File: config.mk
export PLATFORM = sky130hd
export DESIGN_NAME = audio_clock_divider_search
export DESIGN_NICKNAME = d
export VERILOG_FILES = /design/src/hdl/acds_pkg.sv /design/src/hdl/audio_clock_divider_search.sv /design/src/hdl/acds_seq.sv /design/src/hdl/acds_eval.sv
export SDC_FILE = /design/constraint.sdc
export NUM_CORES = 1
export LEC_CHECK = 0
export ABC_AREA = 0
export ABC_CLOCK_PERIOD_IN_PS = 8500
export BUFFER_PORTS_ARGS = -buffer_cell sky130_fd_sc_hd__buf_4
export CAP_MARGIN = 15
export CORE_ASPECT_RATIO = 1.4
export CORE_UTILIZATION = 47
export CTS_CLUSTER_DIAMETER = 50
export DETAILED_ROUTE_END_ITERATION = 10
export PLACE_DENSITY = 0.7
export SYNTH_ARGS = -nofsm -noshare
export SYNTH_HDL_FRONTEND = slang
export SYNTH_SLANG_ARGS = --single-unit
File: constraint.sdc
create_clock -name clock -period 8.5 [get_ports clock]
set_input_delay 0.425 -clock clock [delete_from_list [all_inputs] [get_ports clock]]
set_output_delay 0.425 -clock clock [all_outputs]
set_load 0.05 [all_outputs]
File: src/hdl/acds_pkg.sv
// ----------------------------------------------------------------------------
// acds_pkg
// Shared types, constants and table functions for the audio clock divider
// search: ratio and divider grids, sequencer states and the step record.
// ----------------------------------------------------------------------------
package acds_pkg;

   localparam int unsigned RATE_W    = 20;
   localparam int unsigned WIDTH_W   = 6;
   localparam int unsigned IDX_W     = 4;
   localparam int unsigned RATIO_W   = 10;
   localparam int unsigned DIV_W     = 7;
   localparam int unsigned RR_W      = RATE_W + RATIO_W;
   localparam int unsigned PROD_W    = RR_W + DIV_W;
   localparam int unsigned ERR_W     = 25;

   localparam logic [ERR_W-1:0]   MASTER_CLK      = ERR_W'(32000000);
   localparam logic [WIDTH_W-1:0] WIDTH_RESET     = WIDTH_W'(16);
   localparam logic [IDX_W-1:0]   LAST_RATIO_IDX  = IDX_W'(8);
   localparam logic [IDX_W-1:0]   LAST_DIV_IDX    = IDX_W'(12);

   typedef enum logic [1:0] {
      ACDS_IDLE,
      ACDS_RUN,
      ACDS_DRAIN,
      ACDS_HOLD
   } state_type;

   typedef struct packed {
      logic             valid;
      logic             first;
      logic             last;
      logic [IDX_W-1:0] r_idx;
      logic [IDX_W-1:0] d_idx;
   } step_type;

   typedef struct packed {
      logic ready;
      logic load;
   } seq_status_type;

   function automatic logic [RATIO_W-1:0] ratio_val(input logic [IDX_W-1:0] idx);
      logic [RATIO_W-1:0] v;
      case (idx)
         4'd0:    v = RATIO_W'(32);
         4'd1:    v = RATIO_W'(48);
         4'd2:    v = RATIO_W'(64);
         4'd3:    v = RATIO_W'(96);
         4'd4:    v = RATIO_W'(128);
         4'd5:    v = RATIO_W'(192);
         4'd6:    v = RATIO_W'(256);
         4'd7:    v = RATIO_W'(384);
         4'd8:    v = RATIO_W'(512);
         default: v = '0;
      endcase
      return v;
   endfunction

   // ratio = odd * 2**exp with odd in {1, 3}
   function automatic logic ratio_odd3(input logic [IDX_W-1:0] idx);
      return idx[0];
   endfunction

   function automatic logic [3:0] ratio_exp(input logic [IDX_W-1:0] idx);
      logic [3:0] e;
      case (idx)
         4'd0:    e = 4'd5;
         4'd1:    e = 4'd4;
         4'd2:    e = 4'd6;
         4'd3:    e = 4'd5;
         4'd4:    e = 4'd7;
         4'd5:    e = 4'd6;
         4'd6:    e = 4'd8;
         4'd7:    e = 4'd7;
         4'd8:    e = 4'd9;
         default: e = 4'd0;
      endcase
      return e;
   endfunction

   function automatic logic [DIV_W-1:0] div_val(input logic [IDX_W-1:0] idx);
      logic [DIV_W-1:0] v;
      case (idx)
         4'd0:    v = DIV_W'(8);
         4'd1:    v = DIV_W'(10);
         4'd2:    v = DIV_W'(11);
         4'd3:    v = DIV_W'(15);
         4'd4:    v = DIV_W'(16);
         4'd5:    v = DIV_W'(21);
         4'd6:    v = DIV_W'(23);
         4'd7:    v = DIV_W'(30);
         4'd8:    v = DIV_W'(31);
         4'd9:    v = DIV_W'(32);
         4'd10:   v = DIV_W'(42);
         4'd11:   v = DIV_W'(63);
         4'd12:   v = DIV_W'(125);
         default: v = '0;
      endcase
      return v;
   endfunction

   // ratio is a multiple of 2*width (and hence at least 2*width)
   function automatic logic ratio_fits(input logic [IDX_W-1:0] idx,
                                       input logic [WIDTH_W-1:0] width);
      logic [2:0]         tz;
      logic [WIDTH_W-1:0] odd;
      logic               odd_ok;
      tz = '0;
      for (int i = WIDTH_W - 1; i >= 0; i--) begin
         if (width[i]) begin
            tz = 3'(i);
         end
      end
      odd    = width >> tz;
      odd_ok = (odd == WIDTH_W'(1)) || ((odd == WIDTH_W'(3)) && ratio_odd3(idx));
      return (width != '0) && odd_ok && ({1'b0, tz} + 4'd1 <= ratio_exp(idx));
   endfunction

endpackage

File: src/hdl/audio_clock_divider_search.sv
// ----------------------------------------------------------------------------
// audio_clock_divider_search
// Finds the frame ratio and master-clock divider whose sample rate comes
// closest to a requested rate from above, for a 32 MHz master clock.
//
//   port group   dir   beat contents (low bits first)
//   req_*        in    req_rate[19:0]
//   rsp_*        out   divider_index[3:0], ratio_index[7:4], rate_error[32:8]
//   csr_*        in    sample_bits[5:0], written when csr_wen is high
//
// Each request walks all 117 grid pairs through the shared multiply/compare
// unit, one pair per cycle, then drains the evaluation pipeline and hands the
// result off. req_tready is high only while the sequencer is
// idle; a new request is accepted while a finished result waits in the rsp
// register. A stalled result holds the sequencer until the register frees.
// Synchronous reset sets sample_bits to 16 and empties the result register.
// ----------------------------------------------------------------------------
module audio_clock_divider_search
   import acds_pkg::*;
(
   input  logic        clock,
   input  logic        reset,
   input  logic        req_tvalid,
   output logic        req_tready,
   input  logic [23:0] req_tdata,   // req_rate[19:0], zero [23:20]
   output logic        rsp_tvalid,
   input  logic        rsp_tready,
   output logic [39:0] rsp_tdata,   // divider_index[3:0], ratio_index[7:4],
                                    // rate_error[32:8], zero [39:33]
   input  logic        csr_wen,
   input  logic [5:0]  csr_wdata    // sample_bits[5:0]
);

   logic [WIDTH_W-1:0] width_ff;
   logic [RATE_W-1:0]  rate_ff;
   logic               rsp_valid_ff, rsp_valid_in;
   logic [IDX_W-1:0]   rsp_div_ff;
   logic [IDX_W-1:0]   rsp_ratio_ff;
   logic [ERR_W-1:0]   rsp_err_ff;

   step_type           step;
   seq_status_type     status;
   logic               start;
   logic               out_free;
   logic               eval_done;
   logic [IDX_W-1:0]   best_div;
   logic [IDX_W-1:0]   best_ratio;
   logic [ERR_W-1:0]   best_err;

   assign start    = req_tvalid && status.ready;
   assign out_free = !rsp_valid_ff || rsp_tready;

   always_ff @(posedge clock) begin
      if (reset) begin
         width_ff     <= WIDTH_RESET;
         rsp_valid_ff <= 1'b0;
      end else begin
         if (csr_wen) begin
            width_ff <= csr_wdata;
         end
         rsp_valid_ff <= rsp_valid_in;
      end
   end

   always_ff @(posedge clock) begin
      if (start) begin
         rate_ff <= req_tdata[RATE_W-1:0];
      end
      if (status.load) begin
         rsp_div_ff   <= best_div;
         rsp_ratio_ff <= best_ratio;
         rsp_err_ff   <= best_err;
      end
   end

   always_comb begin
      rsp_valid_in = rsp_valid_ff;
      if (status.load) begin
         rsp_valid_in = 1'b1;
      end else if (rsp_tready) begin
         rsp_valid_in = 1'b0;
      end
   end

   acds_seq u_seq (
      .clock     (clock),
      .reset     (reset),
      .start     (start),
      .eval_done (eval_done),
      .out_free  (out_free),
      .step      (step),
      .status    (status)
   );

   acds_eval u_eval (
      .clock      (clock),
      .reset      (reset),
      .step       (step),
      .rate       (rate_ff),
      .width      (width_ff),
      .done       (eval_done),
      .best_div   (best_div),
      .best_ratio (best_ratio),
      .best_err   (best_err)
   );

   assign req_tready = status.ready;
   assign rsp_tvalid = rsp_valid_ff;
   assign rsp_tdata  = {7'b0, rsp_err_ff, rsp_ratio_ff, rsp_div_ff};

   a_busy_after_accept: assert property (@(posedge clock) disable iff (reset)
      (req_tvalid && req_tready) |=> !req_tready)
      else $error("request accepted while search still running");

   a_err_range: assert property (@(posedge clock) disable iff (reset)
      rsp_valid_ff |-> (rsp_err_ff <= MASTER_CLK))
      else $error("rate error above master clock");

   a_idx_range: assert property (@(posedge clock) disable iff (reset)
      rsp_valid_ff |-> ((rsp_div_ff <= LAST_DIV_IDX) && (rsp_ratio_ff <= LAST_RATIO_IDX)))
      else $error("result index outside grid");

   a_no_match: assert property (@(posedge clock) disable iff (reset)
      (rsp_valid_ff && (rsp_err_ff == MASTER_CLK)) |->
         ((rsp_div_ff == '0) && (rsp_ratio_ff == '0)))
      else $error("no-match result carries nonzero indices");

   a_load_free: assert property (@(posedge clock) disable iff (reset)
      status.load |-> out_free)
      else $error("result loaded over a pending beat");

endmodule

File: src/hdl/acds_seq.sv
// ----------------------------------------------------------------------------
// acds_seq
// Sequencer: walks the ratio/divider grid one pair per cycle, waits for the
// evaluation pipeline to drain and hands the result to the output register.
// ----------------------------------------------------------------------------
module acds_seq
   import acds_pkg::*;
(
   input  logic           clock,
   input  logic           reset,
   input  logic           start,
   input  logic           eval_done,
   input  logic           out_free,
   output step_type       step,
   output seq_status_type status
);

   state_type        state_ff, state_in;
   logic [IDX_W-1:0] r_ff, r_in;
   logic [IDX_W-1:0] d_ff, d_in;

   always_ff @(posedge clock) begin
      if (reset) begin
         state_ff <= ACDS_IDLE;
         r_ff     <= '0;
         d_ff     <= '0;
      end else begin
         state_ff <= state_in;
         r_ff     <= r_in;
         d_ff     <= d_in;
      end
   end

   always_comb begin
      state_in     = state_ff;
      r_in         = r_ff;
      d_in         = d_ff;
      step         = '0;
      status.ready = 1'b0;
      status.load  = 1'b0;
      unique case (state_ff)
         ACDS_IDLE: begin
            status.ready = 1'b1;
            if (start) begin
               state_in = ACDS_RUN;
               r_in     = '0;
               d_in     = '0;
            end
         end
         ACDS_RUN: begin
            step.valid = 1'b1;
            step.first = (r_ff == '0) && (d_ff == '0);
            step.last  = (r_ff == LAST_RATIO_IDX) && (d_ff == LAST_DIV_IDX);
            step.r_idx = r_ff;
            step.d_idx = d_ff;
            if (d_ff == LAST_DIV_IDX) begin
               d_in = '0;
               if (r_ff == LAST_RATIO_IDX) begin
                  state_in = ACDS_DRAIN;
               end else begin
                  r_in = r_ff + IDX_W'(1);
               end
            end else begin
               d_in = d_ff + IDX_W'(1);
            end
         end
         ACDS_DRAIN: begin
            if (eval_done) begin
               if (out_free) begin
                  status.load = 1'b1;
                  state_in    = ACDS_IDLE;
               end else begin
                  state_in = ACDS_HOLD;
               end
            end
         end
         ACDS_HOLD: begin
            if (out_free) begin
               status.load = 1'b1;
               state_in    = ACDS_IDLE;
            end
         end
         default: state_in = ACDS_IDLE;
      endcase
   end

endmodule

File: src/hdl/acds_eval.sv
// ----------------------------------------------------------------------------
// acds_eval
// Shared evaluation unit: two registered multiplies form rate*ratio*divider,
// then one subtract and compare keeps the best qualifying pair.
// ----------------------------------------------------------------------------
module acds_eval
   import acds_pkg::*;
(
   input  logic               clock,
   input  logic               reset,
   input  step_type           step,
   input  logic [RATE_W-1:0]  rate,
   input  logic [WIDTH_W-1:0] width,
   output logic               done,
   output logic [IDX_W-1:0]   best_div,
   output logic [IDX_W-1:0]   best_ratio,
   output logic [ERR_W-1:0]   best_err
);

   step_type          s1_ff, s2_ff;
   logic [RR_W-1:0]   rr_ff;
   logic [PROD_W-1:0] prod_ff;
   logic              fits1_ff, fits2_ff;
   logic              done_ff;
   logic [IDX_W-1:0]  bd_ff, bd_in;
   logic [IDX_W-1:0]  br_ff, br_in;
   logic [ERR_W-1:0]  be_ff, be_in;

   logic [ERR_W-1:0]  base_err;
   logic [ERR_W-1:0]  cand_err;
   logic              in_range;
   logic              take;

   always_ff @(posedge clock) begin
      if (reset) begin
         s1_ff.valid <= 1'b0;
         s2_ff.valid <= 1'b0;
         done_ff     <= 1'b0;
      end else begin
         s1_ff.valid <= step.valid;
         s2_ff.valid <= s1_ff.valid;
         done_ff     <= s2_ff.valid && s2_ff.last;
      end
      s1_ff.first <= step.first;
      s1_ff.last  <= step.last;
      s1_ff.r_idx <= step.r_idx;
      s1_ff.d_idx <= step.d_idx;
      rr_ff       <= RR_W'(rate) * RR_W'(ratio_val(step.r_idx));
      fits1_ff    <= ratio_fits(step.r_idx, width);
      s2_ff.first <= s1_ff.first;
      s2_ff.last  <= s1_ff.last;
      s2_ff.r_idx <= s1_ff.r_idx;
      s2_ff.d_idx <= s1_ff.d_idx;
      prod_ff     <= PROD_W'(rr_ff) * PROD_W'(div_val(s1_ff.d_idx));
      fits2_ff    <= fits1_ff;
      bd_ff       <= bd_in;
      br_ff       <= br_in;
      be_ff       <= be_in;
   end

   always_comb begin
      base_err = s2_ff.first ? MASTER_CLK : be_ff;
      in_range = prod_ff <= PROD_W'(MASTER_CLK);
      cand_err = MASTER_CLK - prod_ff[ERR_W-1:0];
      take     = s2_ff.valid && fits2_ff && in_range && (cand_err < base_err);
      bd_in    = bd_ff;
      br_in    = br_ff;
      be_in    = be_ff;
      if (take) begin
         bd_in = s2_ff.d_idx;
         br_in = s2_ff.r_idx;
         be_in = cand_err;
      end else if (s2_ff.valid && s2_ff.first) begin
         bd_in = '0;
         br_in = '0;
         be_in = MASTER_CLK;
      end
   end

   assign done       = done_ff;
   assign best_div   = bd_ff;
   assign best_ratio = br_ff;
   assign best_err   = be_ff;

endmodule

==> metrics.sh <==
OUTCOME='complete, no violations'
NUMBER_OF_SYNTHESIZED_FLOPS_WITH_AN_ENABLE_PIN=78
SYNTH_TOP_AREA_CELL='sky130_fd_sc_hd__fa_1'
FINALWORSTSETUPSLACK_NS=1.41
ARRIVAL_WORST_ENDPOINT_NS=7.45
GRT_SETUP_UNREPAIRED='no'
CHIPHEIGHT_UM=223
VIAS=11171
CP_SLOWEST_CELL='sky130_fd_sc_hd__fa_1'
LAYOUT.NETS=2082
RRSETUPSLACK_NS=1.41
STARTPOINT_TYPE_OF_THE_WORST_SETUP_PATH='register'
DETAILEDPLACE.WORSTSLACK_NS=1.31
CTS.ROOT.BUFFER_CELL='sky130_fd_sc_hd__clkbuf_16'
POSTSYNTH.ASYNCRESETSHARE=0
CLOCK_LATENCY_NS=0.45
CRIT_TYPE='reg -> reg'
DIE_W_UM=160
MAX-SLEW-MARGIN-REL=0.282
WORST_EP_REQUIRED_TIME_NS=8.86
LARGEST_FAMILY_OF_LOGIC_CELLS_BY_SYNTHESIZED_AREA='adder cells'
GLOBALROUTETOTALUTIL=0.180
HTREE_NUM_LEVELS=4
CLK_TRANSITION_REPORTED_PATHS_NS=0.08
SYNTH_WARNINGS=0
FINAL_GP_CONGESTION=0.851
DRT_FIRST_PASS_ITERS=4
HOLD_VIOL=0
CRITICAL_PATH.CELL_CHAIN='nor2b_1 > nand2_1 > ha_1 > nor2b_1 > and3_1 > and2_1 > fa_1 > fa_1 > inv_1 > fa_1 > inv_1 > ha_1 > ha_1 > ha_1 > a21o_1 > a21o_1 > a2111oi_2 > o21ai_1 > o41ai_4 > o31ai_1 > a21o_1 > a21oi_1 > xnor2_1'
CP_MAX_FO=21
CTS_HOLD_BUFFERS=0
PLACED_CELLS_INCL_TAPS=2122
STD_CELL_ROWS=80
CTS_RESIZED=0
FINAL.HOLD.WORST_SLACK_NS=0.147
CRITICAL-PATH-TOP-DELAY-FAMILY='adder cells'
NETLIST_INSTANCES=1654
SYNTH_SEQ_CELLS=186
SYNTH_TOP_FLOP_CELL='sky130_fd_sc_hd__dfxtp_1'
POWER.LEAKAGE_uW=0.00887
HOLD_PATH.CLASS='in -> reg'
COREAREA_MM2=0.0341
SETUP_VIOLATIONS=0
DRT_WL_TOTAL_UM=30300
SYNTH_CELL_TYPES=77
AVGROUTEDWIREPERCELL_UM=14.0
FLOW.AREA_GROWTH_FROM_SYNTHESIS_PCT=9.11
SYNTHADDERAREAFRAC=0.359
LAYOUT.CELLS.NON_FILLER=2157
OVERFLOW=0
SYN_AREA_MM2=0.0163
SYNTH-SIMPLE-AREA-SHARE=0.176
WORST_CLOCK_SKEW_NS=0.0132
NUMBER_OF_GLOBAL_ROUTE_VIAS_BEFORE_REPAIR=11811
CPPEAKSTAGEDELAY_NS=0.54
FMAXACHIEVABLE_GHz=0.141
SYNTH_SEQ_AREA_SHARE=0.276
TOTAL_CLOCK_BUFFERS_CREATED_BY_CTS=17
PWR_DENSITY_CELL_mW_PER_MM2=138
GRT_ANTENNA_BEFORE_REPAIR=0
FINAL_LAYOUT_SIZE_SUFFIX_GT1_FRAC=0.0780
FLOORPLAN.INITIALDENSITY=0.479
SETUP.WORST_PATH.END_CLASS='register'
WORST_PIN_SLEW_NS=1.07
MAX_CAP_VIOL_COUNT=0
FINAL_PERIOD_MINUS_WORST_SETUP_SLACK_NS=7.09
LARGEST_NET_DEGREE_AT_THE_START_OF_GLOBAL_ROUTING=30
CTS_TREE='done'
VDD.IR_DROP.WORST_uV=124
PORTBUFFERS=61
TIMING.FINAL.CRIT_SHARE=0.834
DIEAREA_MM2=0.0355
SYNTH_XOR_AREA_FRAC=0.0379
DETAILEDROUTE.FIRSTITERATIONVIOLATIONS=462
IOPINCOUNT=77
POST-ROUTE-UTIL=0.523
AREA_SHARE_OF_THE_LARGEST_CELL_TYPE_AFTER_SYNTHESIS=0.235
POST-CTS-SETUP-BUFFER-COUNT=0
DRT.ANTENNA.VIOLATING_NETS=0
CRITICAL_PATH.N_BUFFERS_INVERTERS=2
SYNTHESIZED_AREA_FRACTION_OCCUPIED_BY_AO_OA_AOI_AND_OAI_CELLS=0.0769
SYNTH.AREA.MUX_SHARE=0.00551
CLOCK-SINKS=186
TIMING.SETUP.TNS_NS=0
N_ANTENNA_CELL=0
FINALMAXSLEWVIOLATIONS=0
DRCVIOLATIONCOUNT=0
POSTSYNTHAREAPERCELL_UM2=9.88
VIA_PER_INST=5.18
WIRE_LENGTH_OF_THE_FIRST_GLOBAL_ROUTING_PASS_UM=52800
PATH_COMMON_CELL='sky130_fd_sc_hd__ha_1'
YS_TOP_CELLS_BY_AREA='sky130_fd_sc_hd__fa_1 (24%), sky130_fd_sc_hd__edfxtp_1 (14%), sky130_fd_sc_hd__dfxtp_1 (13%)'
MAX-CLOCK-PATH-BUFFERS=2
LAYOUT.FILLER_CELLS=3000
DETAILED_PLACE_HPWL_UM=24200
per-stage QoR:
step	instance area (µm²)	total power [µW]
2_1_floorplan	16400	1530
3_3_place_gp	17200	1650
3_5_place_dp	17200	1670
4_1_cts	17800	2490
5_1_grt	17800	2610
6_report	17800	2470
where the power goes:
part | internal, µW | switching, µW
clock network | 403 | 408
logic | 261 | 334
registers | 985 | 75.1
total | 1650 | 818
final cells by class:
| type | instances | area (µm²) | area share |
|---|---|---|---|
| multi-input cells | 1194 | 10800 | 0.604 |
| clock inverters | 15 | 191 | 0.0107 |
| inverters | 221 | 830 | 0.0465 |
| clock buffers | 17 | 425 | 0.0238 |
| flip-flops and latches | 186 | 4500 | 0.252 |
| well taps | 451 | 564 | 0.0316 |
| repair buffers | 73 | 554 | 0.0311 |
metal layers:
metal,global-route usage,vias up,share of wire
li1,-,5396,-
met1,0.209,5505,0.42
met2,0.330,214,0.53
met3,0.0278,56,0.032
met4,0.0667,0,0.020
met5,0,-,0
Yosys cell counts (2+ instances only):
master and number:
sky130_fd_sc_hd__o31ai_1 2, sky130_fd_sc_hd__nor2b_1 13, sky130_fd_sc_hd__nor4_1 7, sky130_fd_sc_hd__edfxtp_1 78, sky130_fd_sc_hd__fa_1 192, sky130_fd_sc_hd__and3_2 3
sky130_fd_sc_hd__o211ai_1 3, sky130_fd_sc_hd__a41o_1 2, sky130_fd_sc_hd__o21a_1 8, sky130_fd_sc_hd__mux2i_1 9, sky130_fd_sc_hd__clkbuf_1 49, sky130_fd_sc_hd__xnor2_1 45
sky130_fd_sc_hd__buf_4 12, sky130_fd_sc_hd__nor3b_1 2, sky130_fd_sc_hd__and2_1 148, sky130_fd_sc_hd__nand3b_1 3, sky130_fd_sc_hd__buf_6 2, sky130_fd_sc_hd__o21bai_1 8
sky130_fd_sc_hd__a211o_1 3, sky130_fd_sc_hd__ha_1 162, sky130_fd_sc_hd__xor2_2 2, sky130_fd_sc_hd__nand3_1 14, sky130_fd_sc_hd__a21o_1 28, sky130_fd_sc_hd__xor2_1 22
sky130_fd_sc_hd__nor2_1 62, sky130_fd_sc_hd__a21oi_1 58, sky130_fd_sc_hd__nand2_1 210, sky130_fd_sc_hd__inv_1 221, sky130_fd_sc_hd__nand2b_1 30, sky130_fd_sc_hd__nand2_2 3
sky130_fd_sc_hd__o21ai_0 33, sky130_fd_sc_hd__nand4_1 11, sky130_fd_sc_hd__dfxtp_1 108, sky130_fd_sc_hd__a21boi_0 4, sky130_fd_sc_hd__a221oi_1 2, sky130_fd_sc_hd__nor3_1 15
sky130_fd_sc_hd__a211oi_1 6, sky130_fd_sc_hd__o2111ai_1 3, sky130_fd_sc_hd__o211a_1 2, sky130_fd_sc_hd__a311oi_1 2, sky130_fd_sc_hd__o21ba_2 2, sky130_fd_sc_hd__and3_1 28
sky130_fd_sc_hd__or3_1 3
worst paths after layout:
kind	start	end	depth (start not counted)
max reg2reg	u_seq.state_ff[0]	u_eval.rr_ff[28]	23
max	u_seq.state_ff[0]	u_eval.rr_ff[28]	23
min reg2reg	u_eval.s1_ff[2]	u_eval.s2_ff[2]	0
min	req_tdata[8]	rate_ff[8]	1
flip-flops by register name, indices dropped and copies added, names as in the netlist, 2 cells and up, named ones only:
register	flops
u_eval.rr_ff	26
rate_ff	20
u_eval.best_err	21
u_seq.state_ff	2
u_eval.s1_ff	11
rsp_ratio_ff	4
u_eval.prod_ff	33
u_eval.best_ratio	4
u_eval.best_div	4
width_ff	6
u_seq.d_ff	4
u_eval.s2_ff	11
rsp_div_ff	4
u_seq.r_ff	4
rsp_err_ff	21
cell families (layout without fill, tap and decap cells):
kind of cell	count (synthesis)	in the layout
flip-flops	186	186
AND/OR/NAND/NOR	565	565
buffers and inverters	285	326
other	1	12
AO/OA/AOI/OAI	185	185
multiplexers	9	9
XOR/XNOR	69	69
adder cells (fa/ha/maj)	354	354
placed cells by master (no fill, tap or decap), types with 4 or more instances in the layout:
cell type,instances
sky130_fd_sc_hd__edfxtp_1,78
sky130_fd_sc_hd__o21bai_1,8
sky130_fd_sc_hd__a21oi_1,58
sky130_fd_sc_hd__and2_1,148
sky130_fd_sc_hd__o21a_1,8
sky130_fd_sc_hd__inv_1,221
sky130_fd_sc_hd__nand3_1,14
sky130_fd_sc_hd__a21boi_0,4
sky130_fd_sc_hd__nand2b_1,30
sky130_fd_sc_hd__nor2_1,61
sky130_fd_sc_hd__conb_1,12
sky130_fd_sc_hd__nor2b_1,13
sky130_fd_sc_hd__nand4_1,11
sky130_fd_sc_hd__and3_1,28
sky130_fd_sc_hd__clkinv_8,5
sky130_fd_sc_hd__mux2i_1,9
sky130_fd_sc_hd__a21o_1,28
sky130_fd_sc_hd__a211oi_1,5
sky130_fd_sc_hd__clkbuf_16,17
sky130_fd_sc_hd__nor4_1,6
sky130_fd_sc_hd__ha_1,162
sky130_fd_sc_hd__xnor2_1,45
sky130_fd_sc_hd__xor2_1,22
sky130_fd_sc_hd__fa_1,192
sky130_fd_sc_hd__nand2_1,210
sky130_fd_sc_hd__dfxtp_1,108
sky130_fd_sc_hd__buf_4,72
sky130_fd_sc_hd__o21ai_0,33
sky130_fd_sc_hd__nor3_1,15
Note: power is estimated with default switching activity, not from simulation.
